==> config.mk <==
export PLATFORM = sky130hd
export DESIGN_NAME = mca_list_mode_event_unpacker_top
export DESIGN_NICKNAME = d
export VERILOG_FILES = /design/src/mlmeu_pkg.sv /design/src/mca_list_mode_event_unpacker_top.sv /design/src/mlmeu_front.sv /design/src/mlmeu_queue.sv /design/src/mlmeu_back.sv
export SDC_FILE = /design/constraint.sdc
export NUM_CORES = 1
export LEC_CHECK = 0
export BUFFER_PORTS_ARGS = -buffer_cell sky130_fd_sc_hd__buf_2
export CORE_MARGIN = 2
export CORE_UTILIZATION = 50
export CTS_CLUSTER_SIZE = 14
export DETAILED_ROUTE_END_ITERATION = 10
export GPL_TIMING_DRIVEN = 0
export PLACE_DENSITY = 0.7
export SLEW_MARGIN = 20
export SYNTH_ARGS = -nofsm -noshare
export SYNTH_HDL_FRONTEND = slang
export SYNTH_SLANG_ARGS = --single-unit
==> constraint.sdc <==
create_clock -name clk_i -period 11.1 [get_ports clk_i]
set_input_delay 2.22 -clock clk_i [delete_from_list [all_inputs] [get_ports clk_i]]
set_output_delay 2.22 -clock clk_i [all_outputs]
set_load 0.01 [all_outputs]
==> src/mlmeu_pkg.sv <==
// ----------------------------------------------------------------------------
// MCA list-mode event unpacker package
// Shared widths, codes and the record type passed from the word classifier
// to the result sequencer.
// ----------------------------------------------------------------------------
package mlmeu_pkg;

  // Default and field widths
  localparam int unsigned NUM_CONVERTERS_DEF = 16;
  localparam int unsigned WORD_W     = 32;
  localparam int unsigned HALF_W     = 16;
  localparam int unsigned IDX_W      = 4;
  localparam int unsigned MULT_W     = 5;
  localparam int unsigned CNT_W      = 64;
  localparam int unsigned ACT_W      = 5;
  localparam int unsigned DSCALE_W   = 16;
  localparam int unsigned CFG_IDX_W  = 2;
  localparam int unsigned CFG_DATA_W = 16;

  // Register indexes on the configuration port
  localparam logic [CFG_IDX_W-1:0] CFG_ACTIVE_CONVERTERS = 2'd0;
  localparam logic [CFG_IDX_W-1:0] CFG_TIMER_DOWNSCALE   = 2'd1;
  localparam logic [CFG_IDX_W-1:0] CFG_LOW_HALF_FIRST    = 2'd2;

  // Reset values of the configuration registers
  localparam logic [ACT_W-1:0]    ACTIVE_RESET    = 5'd16;
  localparam logic [DSCALE_W-1:0] DOWNSCALE_RESET = 16'd1;

  // Header word decoding
  localparam logic [WORD_W-1:0] SYNC_WORD = 32'hFFFF_FFFF;
  localparam int unsigned       TICK_BIT  = 30;
  localparam int unsigned       DUMMY_BIT = 31;

  // Queue between classifier and sequencer
  localparam int unsigned QUEUE_DEPTH = 4;
  localparam int unsigned QPTR_W      = 2;

  typedef enum logic [1:0] {
    KIND_VALUE = 2'd0,
    KIND_TICK  = 2'd1,
    KIND_SYNC  = 2'd2,
    KIND_ERROR = 2'd3
  } item_kind_e;

  typedef enum logic {
    ERR_NO_TRIGGER   = 1'b0,
    ERR_ODD_NO_DUMMY = 1'b1
  } error_code_e;

  // One converter value
  typedef struct packed {
    logic [IDX_W-1:0]  idx;
    logic [HALF_W-1:0] value;
    logic              last;
  } conv_val_t;

  // One queued request: all results caused by one stream word
  typedef struct packed {
    item_kind_e        kind;
    error_code_e       err;
    logic [MULT_W-1:0] mult;
    logic [CNT_W-1:0]  ticks;
    logic [CNT_W-1:0]  elapsed;
    logic              two;
    conv_val_t         first;
    conv_val_t         second;
  } entry_t;

  // Queue status: full for the writing side, valid for the sequencer side
  typedef struct packed {
    logic full;
    logic valid;
  } q_status_t;

endpackage

==> src/mca_list_mode_event_unpacker_top.sv <==
// Path: an accepted word with results is written into the request queue, then
// loaded into the output register. Throughput: one stream word per cycle into
// the classifier while the queue has room; one result per cycle out of the
// sequencer while pop is high and results wait, so a word with two values holds
// the register until both are popped, while the four-entry queue absorbs input.
// Reset: asynchronous, clears the event state, counters and queue, and loads
// the configuration defaults; no clearing pass is needed.
// ----------------------------------------------------------------------------
// MCA list-mode event unpacker, top level
// Classifier, request queue and result sequencer for a list-mode word stream.
// ----------------------------------------------------------------------------
module mca_list_mode_event_unpacker_top #(
  parameter int unsigned NUM_CONVERTERS = mlmeu_pkg::NUM_CONVERTERS_DEF
) (
  input  logic                               clk_i,
  input  logic                               rst_ni,
  input  logic                               push,
  output logic                               full,
  input  logic [mlmeu_pkg::WORD_W-1:0]       stream_word_i,
  input  logic                               cfg_we_i,
  input  logic [mlmeu_pkg::CFG_IDX_W-1:0]    cfg_idx_i,
  input  logic [mlmeu_pkg::CFG_DATA_W-1:0]   cfg_data_i,
  output logic                               empty,
  input  logic                               pop,
  output logic [1:0]                         item_kind_o,
  output logic                               error_code_o,
  output logic [mlmeu_pkg::IDX_W-1:0]        converter_index_o,
  output logic [mlmeu_pkg::HALF_W-1:0]       converter_value_o,
  output logic [mlmeu_pkg::MULT_W-1:0]       event_multiplicity_o,
  output logic [mlmeu_pkg::CNT_W-1:0]        tick_count_o,
  output logic [mlmeu_pkg::CNT_W-1:0]        elapsed_ms_o,
  output logic                               last_of_event_o
);

  logic                 accept;
  logic                 entry_valid;
  mlmeu_pkg::entry_t    entry;
  mlmeu_pkg::entry_t    q_entry;
  mlmeu_pkg::q_status_t q_status;
  logic                 q_rd;

  // Accept a request when the queue has room
  assign accept = push && !q_status.full;
  assign full   = q_status.full;

  mlmeu_front #(
    .NUM_CONVERTERS(NUM_CONVERTERS)
  ) u_front (
    .clk_i        (clk_i),
    .rst_ni       (rst_ni),
    .accept_i     (accept),
    .word_i       (stream_word_i),
    .cfg_we_i     (cfg_we_i),
    .cfg_idx_i    (cfg_idx_i),
    .cfg_data_i   (cfg_data_i),
    .entry_valid_o(entry_valid),
    .entry_o      (entry)
  );

  mlmeu_queue u_queue (
    .clk_i     (clk_i),
    .rst_ni    (rst_ni),
    .wr_i      (entry_valid),
    .wr_entry_i(entry),
    .rd_i      (q_rd),
    .rd_entry_o(q_entry),
    .status_o  (q_status)
  );

  mlmeu_back u_back (
    .clk_i               (clk_i),
    .rst_ni              (rst_ni),
    .q_status_i          (q_status),
    .q_entry_i           (q_entry),
    .q_rd_o              (q_rd),
    .pop_i               (pop),
    .empty_o             (empty),
    .item_kind_o         (item_kind_o),
    .error_code_o        (error_code_o),
    .converter_index_o   (converter_index_o),
    .converter_value_o   (converter_value_o),
    .event_multiplicity_o(event_multiplicity_o),
    .tick_count_o        (tick_count_o),
    .elapsed_ms_o        (elapsed_ms_o),
    .last_of_event_o     (last_of_event_o)
  );

endmodule

==> src/mlmeu_front.sv <==
// ----------------------------------------------------------------------------
// MCA list-mode word classifier
// Accepts stream words, decodes headers, tracks the open event and the
// timer counters, and forms one queue request per word that yields results.
// ----------------------------------------------------------------------------
module mlmeu_front #(
  parameter int unsigned NUM_CONVERTERS = mlmeu_pkg::NUM_CONVERTERS_DEF
) (
  input  logic                                 clk_i,
  input  logic                                 rst_ni,
  input  logic                                 accept_i,
  input  logic [mlmeu_pkg::WORD_W-1:0]         word_i,
  input  logic                                 cfg_we_i,
  input  logic [mlmeu_pkg::CFG_IDX_W-1:0]      cfg_idx_i,
  input  logic [mlmeu_pkg::CFG_DATA_W-1:0]     cfg_data_i,
  output logic                                 entry_valid_o,
  output mlmeu_pkg::entry_t                    entry_o
);

  localparam int unsigned NC = NUM_CONVERTERS;

  // Configuration registers
  logic [mlmeu_pkg::ACT_W-1:0]    active_q;
  logic [mlmeu_pkg::DSCALE_W-1:0] downscale_q;
  logic                           low_first_q;

  // Event and counter state
  logic                           in_event_q, in_event_d;
  logic [NC-1:0]                  pend_q, pend_d;
  logic                           skip_q, skip_d;
  logic [mlmeu_pkg::MULT_W-1:0]   mult_q, mult_d;
  logic [mlmeu_pkg::CNT_W-1:0]    ticks_q, ticks_d;
  logic [mlmeu_pkg::CNT_W-1:0]    elapsed_q, elapsed_d;

  logic [mlmeu_pkg::ACT_W-1:0]    act_sat;
  logic [NC-1:0]                  hdr_mask;
  logic [mlmeu_pkg::MULT_W-1:0]   hdr_cnt;
  logic [mlmeu_pkg::HALF_W-1:0]   half_a, half_b;
  logic [NC-1:0]                  pm1, pm2;
  logic [mlmeu_pkg::IDX_W-1:0]    ia, ib;

  // Lowest set bit of a converter mask
  function automatic logic [mlmeu_pkg::IDX_W-1:0] lowest_idx(input logic [NC-1:0] m);
    logic [mlmeu_pkg::IDX_W-1:0] r;
    r = '0;
    for (int i = NC - 1; i >= 0; i--) begin
      if (m[i]) r = mlmeu_pkg::IDX_W'(i);
    end
    return r;
  endfunction

  // Header mask limited to the active converters
  always_comb begin
    act_sat = (active_q > mlmeu_pkg::ACT_W'(NC)) ? mlmeu_pkg::ACT_W'(NC) : active_q;
    for (int i = 0; i < NC; i++) begin
      hdr_mask[i] = word_i[i] & (mlmeu_pkg::ACT_W'(i) < act_sat);
    end
    hdr_cnt = mlmeu_pkg::MULT_W'($countones(hdr_mask));
  end

  // Halfword order and the next two converters to serve
  always_comb begin
    half_a = low_first_q ? word_i[15:0] : word_i[31:16];
    half_b = low_first_q ? word_i[31:16] : word_i[15:0];
    ia     = lowest_idx(pend_q);
    pm1    = pend_q & ~(NC'(1) << ia);
    ib     = lowest_idx(pm1);
    pm2    = pm1 & ~(NC'(1) << ib);
  end

  // Classify the accepted word and form its request
  always_comb begin
    in_event_d    = in_event_q;
    pend_d        = pend_q;
    skip_d        = skip_q;
    mult_d        = mult_q;
    ticks_d       = ticks_q;
    elapsed_d     = elapsed_q;
    entry_valid_o = 1'b0;
    entry_o       = '0;
    entry_o.kind  = mlmeu_pkg::KIND_VALUE;
    entry_o.err   = mlmeu_pkg::ERR_NO_TRIGGER;
    entry_o.ticks   = ticks_q;
    entry_o.elapsed = elapsed_q;
    if (accept_i) begin
      if (!in_event_q) begin
        if (word_i == mlmeu_pkg::SYNC_WORD) begin
          entry_valid_o = 1'b1;
          entry_o.kind  = mlmeu_pkg::KIND_SYNC;
        end else if (word_i[mlmeu_pkg::TICK_BIT]) begin
          ticks_d         = ticks_q + mlmeu_pkg::CNT_W'(1);
          elapsed_d       = elapsed_q + mlmeu_pkg::CNT_W'(downscale_q);
          entry_valid_o   = 1'b1;
          entry_o.kind    = mlmeu_pkg::KIND_TICK;
          entry_o.ticks   = ticks_d;
          entry_o.elapsed = elapsed_d;
        end else if (hdr_cnt == '0) begin
          entry_valid_o = 1'b1;
          entry_o.kind  = mlmeu_pkg::KIND_ERROR;
          entry_o.err   = mlmeu_pkg::ERR_NO_TRIGGER;
        end else if (hdr_cnt[0] && !word_i[mlmeu_pkg::DUMMY_BIT]) begin
          entry_valid_o = 1'b1;
          entry_o.kind  = mlmeu_pkg::KIND_ERROR;
          entry_o.err   = mlmeu_pkg::ERR_ODD_NO_DUMMY;
          entry_o.mult  = hdr_cnt;
        end else begin
          in_event_d = 1'b1;
          pend_d     = hdr_mask;
          skip_d     = hdr_cnt[0];
          mult_d     = hdr_cnt;
        end
      end else if (pend_q == '0) begin
        // Nothing left to serve: close the event
        in_event_d = 1'b0;
        skip_d     = 1'b0;
      end else begin
        entry_valid_o = 1'b1;
        entry_o.mult  = mult_q;
        if (skip_q) begin
          // Drop the dummy halfword, serve one value from the second half
          skip_d         = 1'b0;
          entry_o.first  = '{idx: ia, value: half_b, last: (pm1 == '0)};
          pend_d         = pm1;
          in_event_d     = (pm1 != '0);
        end else begin
          entry_o.first = '{idx: ia, value: half_a, last: (pm1 == '0)};
          if (pm1 != '0) begin
            entry_o.two    = 1'b1;
            entry_o.second = '{idx: ib, value: half_b, last: (pm2 == '0)};
            pend_d         = pm2;
            in_event_d     = (pm2 != '0);
          end else begin
            pend_d     = pm1;
            in_event_d = 1'b0;
          end
        end
      end
    end
  end

  // Hold configuration and event state
  always_ff @(posedge clk_i or negedge rst_ni) begin
    if (!rst_ni) begin
      active_q    <= mlmeu_pkg::ACTIVE_RESET;
      downscale_q <= mlmeu_pkg::DOWNSCALE_RESET;
      low_first_q <= 1'b1;
      in_event_q  <= 1'b0;
      pend_q      <= '0;
      skip_q      <= 1'b0;
      mult_q      <= '0;
      ticks_q     <= '0;
      elapsed_q   <= '0;
    end else begin
      in_event_q <= in_event_d;
      pend_q     <= pend_d;
      skip_q     <= skip_d;
      mult_q     <= mult_d;
      ticks_q    <= ticks_d;
      elapsed_q  <= elapsed_d;
      if (cfg_we_i) begin
        if (cfg_idx_i == mlmeu_pkg::CFG_ACTIVE_CONVERTERS) begin
          active_q <= cfg_data_i[mlmeu_pkg::ACT_W-1:0];
        end
        if (cfg_idx_i == mlmeu_pkg::CFG_TIMER_DOWNSCALE) begin
          downscale_q <= cfg_data_i[mlmeu_pkg::DSCALE_W-1:0];
        end
        if (cfg_idx_i == mlmeu_pkg::CFG_LOW_HALF_FIRST) begin
          low_first_q <= cfg_data_i[0];
        end
      end
    end
  end

endmodule

==> src/mlmeu_queue.sv <==
// ----------------------------------------------------------------------------
// MCA list-mode request queue
// Short first-in first-out buffer between the word classifier and the
// result sequencer, so that each side can stall on its own.
// ----------------------------------------------------------------------------
module mlmeu_queue (
  input  logic                 clk_i,
  input  logic                 rst_ni,
  input  logic                 wr_i,
  input  mlmeu_pkg::entry_t    wr_entry_i,
  input  logic                 rd_i,
  output mlmeu_pkg::entry_t    rd_entry_o,
  output mlmeu_pkg::q_status_t status_o
);

  mlmeu_pkg::entry_t                mem_q [mlmeu_pkg::QUEUE_DEPTH];
  logic [mlmeu_pkg::QPTR_W-1:0]     wr_ptr_q, rd_ptr_q;
  logic [mlmeu_pkg::QPTR_W:0]       count_q, count_d;
  logic                             do_wr, do_rd;

  // Qualify requests against occupancy
  always_comb begin
    status_o.full  = (count_q == (mlmeu_pkg::QPTR_W + 1)'(mlmeu_pkg::QUEUE_DEPTH));
    status_o.valid = (count_q != '0);
    do_wr          = wr_i && !status_o.full;
    do_rd          = rd_i && status_o.valid;
    count_d        = count_q;
    if (do_wr && !do_rd) count_d = count_q + 1'b1;
    if (!do_wr && do_rd) count_d = count_q - 1'b1;
    rd_entry_o     = mem_q[rd_ptr_q];
  end

  // Store requests
  always_ff @(posedge clk_i) begin
    if (do_wr) mem_q[wr_ptr_q] <= wr_entry_i;
  end

  // Advance pointers
  always_ff @(posedge clk_i or negedge rst_ni) begin
    if (!rst_ni) begin
      wr_ptr_q <= '0;
      rd_ptr_q <= '0;
      count_q  <= '0;
    end else begin
      if (do_wr) wr_ptr_q <= wr_ptr_q + 1'b1;
      if (do_rd) rd_ptr_q <= rd_ptr_q + 1'b1;
      count_q <= count_d;
    end
  end

endmodule

==> src/mlmeu_back.sv <==
// ----------------------------------------------------------------------------
// MCA list-mode result sequencer
// Takes queued requests into an output register and presents their one or
// two results in order, one per pop.
// ----------------------------------------------------------------------------
module mlmeu_back (
  input  logic                               clk_i,
  input  logic                               rst_ni,
  input  mlmeu_pkg::q_status_t               q_status_i,
  input  mlmeu_pkg::entry_t                  q_entry_i,
  output logic                               q_rd_o,
  input  logic                               pop_i,
  output logic                               empty_o,
  output logic [1:0]                         item_kind_o,
  output logic                               error_code_o,
  output logic [mlmeu_pkg::IDX_W-1:0]        converter_index_o,
  output logic [mlmeu_pkg::HALF_W-1:0]       converter_value_o,
  output logic [mlmeu_pkg::MULT_W-1:0]       event_multiplicity_o,
  output logic [mlmeu_pkg::CNT_W-1:0]        tick_count_o,
  output logic [mlmeu_pkg::CNT_W-1:0]        elapsed_ms_o,
  output logic                               last_of_event_o
);

  mlmeu_pkg::entry_t    cur_q;
  logic                 out_valid_q;
  logic                 sel_q;
  logic                 last_sub, take, load;
  mlmeu_pkg::conv_val_t cv;

  // Decide when to advance within a request or take the next one
  always_comb begin
    last_sub = !cur_q.two || sel_q;
    take     = pop_i && out_valid_q;
    load     = q_status_i.valid && (!out_valid_q || (take && last_sub));
    q_rd_o   = load;
    empty_o  = !out_valid_q;
  end

  // Hold the current request
  always_ff @(posedge clk_i) begin
    if (load) cur_q <= q_entry_i;
  end

  // Track output valid and which result of the request is shown
  always_ff @(posedge clk_i or negedge rst_ni) begin
    if (!rst_ni) begin
      out_valid_q <= 1'b0;
      sel_q       <= 1'b0;
    end else if (load) begin
      out_valid_q <= 1'b1;
      sel_q       <= 1'b0;
    end else if (take) begin
      if (last_sub) out_valid_q <= 1'b0;
      else sel_q <= 1'b1;
    end
  end

  // Drive result fields
  always_comb begin
    cv                   = sel_q ? cur_q.second : cur_q.first;
    item_kind_o          = cur_q.kind;
    error_code_o         = cur_q.err;
    converter_index_o    = cv.idx;
    converter_value_o    = cv.value;
    event_multiplicity_o = cur_q.mult;
    tick_count_o         = cur_q.ticks;
    elapsed_ms_o         = cur_q.elapsed;
    last_of_event_o      = cv.last;
  end

endmodule

==> impl_metrics.env <==
export IMPL_hold_viol=0
export IMPL_track_usage_pct=20.4
export IMPL_drt_wl_total_mm=92.5
export IMPL_worst_slew_pin_transition_ns=1.06
export IMPL_critPathMaxFanout=38
export IMPL_synth_cell_types=79
export IMPL_n_fill_cell=6559
export IMPL_cts_reportedPaths_clkPinSlew_ns=0.06
export IMPL_cts_tree="done"
export IMPL_ff2ff_setup_slack_ns=3.62
export IMPL_layout_commonest_cell="edfxtp_1"
export IMPL_drc=0
export IMPL_drv_slew=0
export IMPL_syn2layout_area_growth_pct=15.6
export IMPL_crit_path_max_incr_delay_ns=0.63
export IMPL_syn_area_per_cell_sq_um=17.4
export IMPL_postCtsSetupRepairBufs=0
export IMPL_routabilityCongestion=0.873
export IMPL_initial_core_util_pct=50.4
export IMPL_slowest_stage="a211oi_2"
export IMPL_clock_fmax_mhz=125
export IMPL_powerDensity_nw_per_um2=267
export IMPL_fin_crit_sh_pct=71.9
export IMPL_num_rows=109
export IMPL_grt_overflow=0
export IMPL_fin_ws_ns=3.12
export IMPL_wl_per_cell_microns=22.2
export IMPL_rsz0062_at_grt="no"
export IMPL_syn_num_nets=2661
export IMPL_max_slew_margin_pct=28.6
export IMPL_critical_path_arrival_ns=8.33
export IMPL_die_y_microns=302
export IMPL_clock_sinks=1077
export IMPL_htreeDepth=3
export IMPL_critical_path_required_ns=11.45
export IMPL_drt_pass1_iter_count=7
export IMPL_drive_gt1_share_pct=28.4
export IMPL_ir_worst_vdd_uv=159
export IMPL_crit_chain="buf_2, a21boi_0, ha_1, fa_1, inv_1, fa_1, fa_1, inv_1, fa_1, ha_1, fa_1, nor3_1, a31oi_1, nor2b_1, a211oi_2, and2_4, buf_12, buf_16, buf_12"
export IMPL_r2r_start="u_front.active_q[2]$_DFFE_PN0P_"
export IMPL_core_area_sq_um=88200
export IMPL_antenna_found_initial=5
export IMPL_port_buffers=213
export IMPL_period_minus_slack_ns=7.98
export IMPL_yosys_most_used_dff="edfxtp_1"
export IMPL_netlist_area_leader_share_pct=60.4
export IMPL_critical_path_class="input port to flop"
export IMPL_grt_first_pass_wirelength_mm=141
export IMPL_yosys_top_cells_area="edfxtp_1 (60%), dfrtp_1 (10%), mux4_2 (9.1%), xnor2_1 (3.3%), buf_4 (2.3%)"
export IMPL_crit_start="stream_word_i[4]"
export IMPL_cts_root_buf="clkbuf_16"
export IMPL_cts_buffer_depth=3
export IMPL_yosysWarnings=0
export IMPL_cts_resized_gates=0
export IMPL_synthMuxAreaShare_pct=11.3
export IMPL_synth_fa_ha_area_share_pct=1.59
export IMPL_syn_area_sq_um=44500
export IMPL_synth_compound_area_share_pct=3.10
export IMPL_dieWidth_microns=302
export IMPL_fin_skew_ns=0.0268
export IMPL_synth_edff_count=895
export IMPL_status="complete, no violations"
export IMPL_yosysSeqAreaShare_pct=70.7
export IMPL_first_iter_violations=1711
export IMPL_synth_xor_area_share_pct=4.74
export IMPL_r2r_end="u_queue.mem_q[3][114]$_DFFE_PP_"
export IMPL_synth_simple_gate_area_share_pct=5.05
export IMPL_finalHoldWorstSlack_ns=0.486
export IMPL_cts_buffers=106
export IMPL_pin_count=214
export IMPL_async_flop_share_pct=16.9
export IMPL_synth_top_area_cell="edfxtp_1"
export IMPL_cp_end_kind="flop"
export IMPL_ff2ff_path_depth=20
export IMPL_syn_inst=2558
export IMPL_crit_path_frequent_cell="fa_1"
export IMPL_die_area_sq_um=91400
export IMPL_layout_common_cells="edfxtp_1 (895), buf_2 (221), mux4_2 (179), dfrtp_1 (179), xnor2_1 (166)"
export IMPL_setup_viol=0
export IMPL_cap_violations=0
export IMPL_fin_util_pct=58.3
export IMPL_cp_endpoint="u_queue.mem_q[3][114]$_DFFE_PP_"
export IMPL_fin_nets=3016
export IMPL_startpoint_type="input port"
export IMPL_drtAntennaViolNets=0
export IMPL_hold_buffers=0
export IMPL_ys_ff_latch=1077
export IMPL_grt_max_degree=81
export IMPL_clock_latency_ns=0.67
export IMPL_hp_class="flop to flop"
export IMPL_leakage_uw=0.0193
export IMPL_place_worst_setup_slack_ns=1.97
export IMPL_hold_start="u_front.elapsed_q[63]$_DFFE_PN0P_"
export IMPL_grt_pass1_vias=24127
export IMPL_synth_top_family_by_area="multiplexers"
export IMPL_viasPerCell=5.53
export IMPL_vias=23069
export IMPL_dp_hpwl_mm=62.8
metrics by stage:
| step | setup TNS (ns) | area, sq um | instances | power (uW) |
|---|---|---|---|---|
| after global placement | -3077.49 | 47000 | 3936 | 10200 |
| final | 0 | 51400 | 4172 | 13700 |
| after global routing | 0 | 51400 | 4172 | 14400 |
| after detailed placement | 0 | 47900 | 3969 | 10300 |
| after floorplan | 0 | 44500 | 2558 | 8770 |
| after CTS | 0 | 51400 | 4169 | 13900 |
power breakdown:
part / total, uW / leakage [uW] / switching, uW / internal (uW)
sequential: 5930 / 0.0109 / 282 / 5640
clock: 3590 / 0.00174 / 1490 / 2090
combinational: 4200 / 0.00664 / 2320 / 1890
total: 13700 / 0.0193 / 4090 / 9620
sequential cells by signal, summed over array words and instances (netlist names):
name / flops
u_front.low_first_q: 1
u_queue.rd_ptr_q: 2
u_back.out_valid_q: 1
u_back.tick_count_o: 64
u_front.pend_q: 16
u_front.ticks_q: 64
u_back.elapsed_ms_o: 64
u_front.in_event_q: 1
u_queue.mem_q: 716
u_back.cur_q: 43
u_queue.count_q: 3
u_back.error_code_o: 1
u_front.skip_q: 1
u_front.active_q: 5
u_front.mult_q: 5
u_back.item_kind_o: 2
u_front.elapsed_q: 64
u_front.downscale_q: 16
u_back.event_multiplicity_o: 5
u_queue.wr_ptr_q: 2
u_back.sel_q: 1
kinds of logic after synthesis:
family                     after synthesis
DFF                                   1077
xor gates and xnor gates               241
and+or+nand+nor                        448
adders and majority gates               49
muxes                                  271
buffers and inverters                  276
AOI/OAI and AO/OA                      196
layout make-up:
class                      instances  area [sq um]  area share (%)
clock buffer                     149          3000            5.83
clock inverter                    51           528            1.03
multi-input combinational       1205         11500            22.4
timing repair buffer             247          1900            3.69
antenna                            2          5.00         0.00973
sequential                      1077         31400            61.1
inverter                          57           214           0.416
tap                             1165          1460            2.83
buffer                           219          1350            2.62
per-layer routing:
layer / GRT usage [%] / wire (microns)
met5: 0 / 24
met4: 6.80 / 2480
met3: 2.88 / 4320
met2: 34.8 / 46900
met1: 27.2 / 38800
synthesized netlist by cell type, drive strengths merged, types with 5 or more instances:
cell / n
a31o: 5
o31a: 6
ha: 35
xor2: 75
o31ai: 6
a21oi: 47
edfxtp: 895
nor4: 16
a21boi: 10
o21ai: 34
o211ai: 5
nand2: 119
nand4: 26
mux2: 74
nor2b: 13
fa: 13
and3: 39
xnor2: 166
o21a: 18
mux4: 179
inv: 56
nor2: 108
clkbuf: 42
nor3: 18
buf: 177
o22ai: 5
and2: 16
nand3: 58
mux2i: 18
a22o: 8
a31oi: 11
a21o: 9
or3: 8
nand2b: 10
dfrtp: 179
critical path, delay by kind of cell:
kind                       cells  cell delay [ns]
AOI/OAI and AO/OA              3             1.18
buffers and inverters          6             1.10
adders and majority gates      7             2.87
and+or+nand+nor                3             0.93
worst min path at each step:
| stage | endpoint | depth (start not counted) | slack [ns] |
|---|---|---|---|
| 4_1_cts | u_front.elapsed_q[63]$_DFFE_PN0P_ | 1 | 0.49 |
| 3_3_place_gp | u_queue.count_q[2]$_DFFE_PN0P_ | 1 | 0.47 |
| 6_report | u_front.elapsed_q[63]$_DFFE_PN0P_ | 1 | 0.49 |
| 5_1_grt | u_front.elapsed_q[63]$_DFFE_PN0P_ | 1 | 0.51 |
| 3_5_place_dp | u_front.elapsed_q[63]$_DFFE_PN0P_ | 1 | 0.48 |
| 2_1_floorplan | u_queue.count_q[2]$_DFFE_PN0P_ | 1 | 0.46 |
No activity file was read; power rests on OpenSTA's default activity.
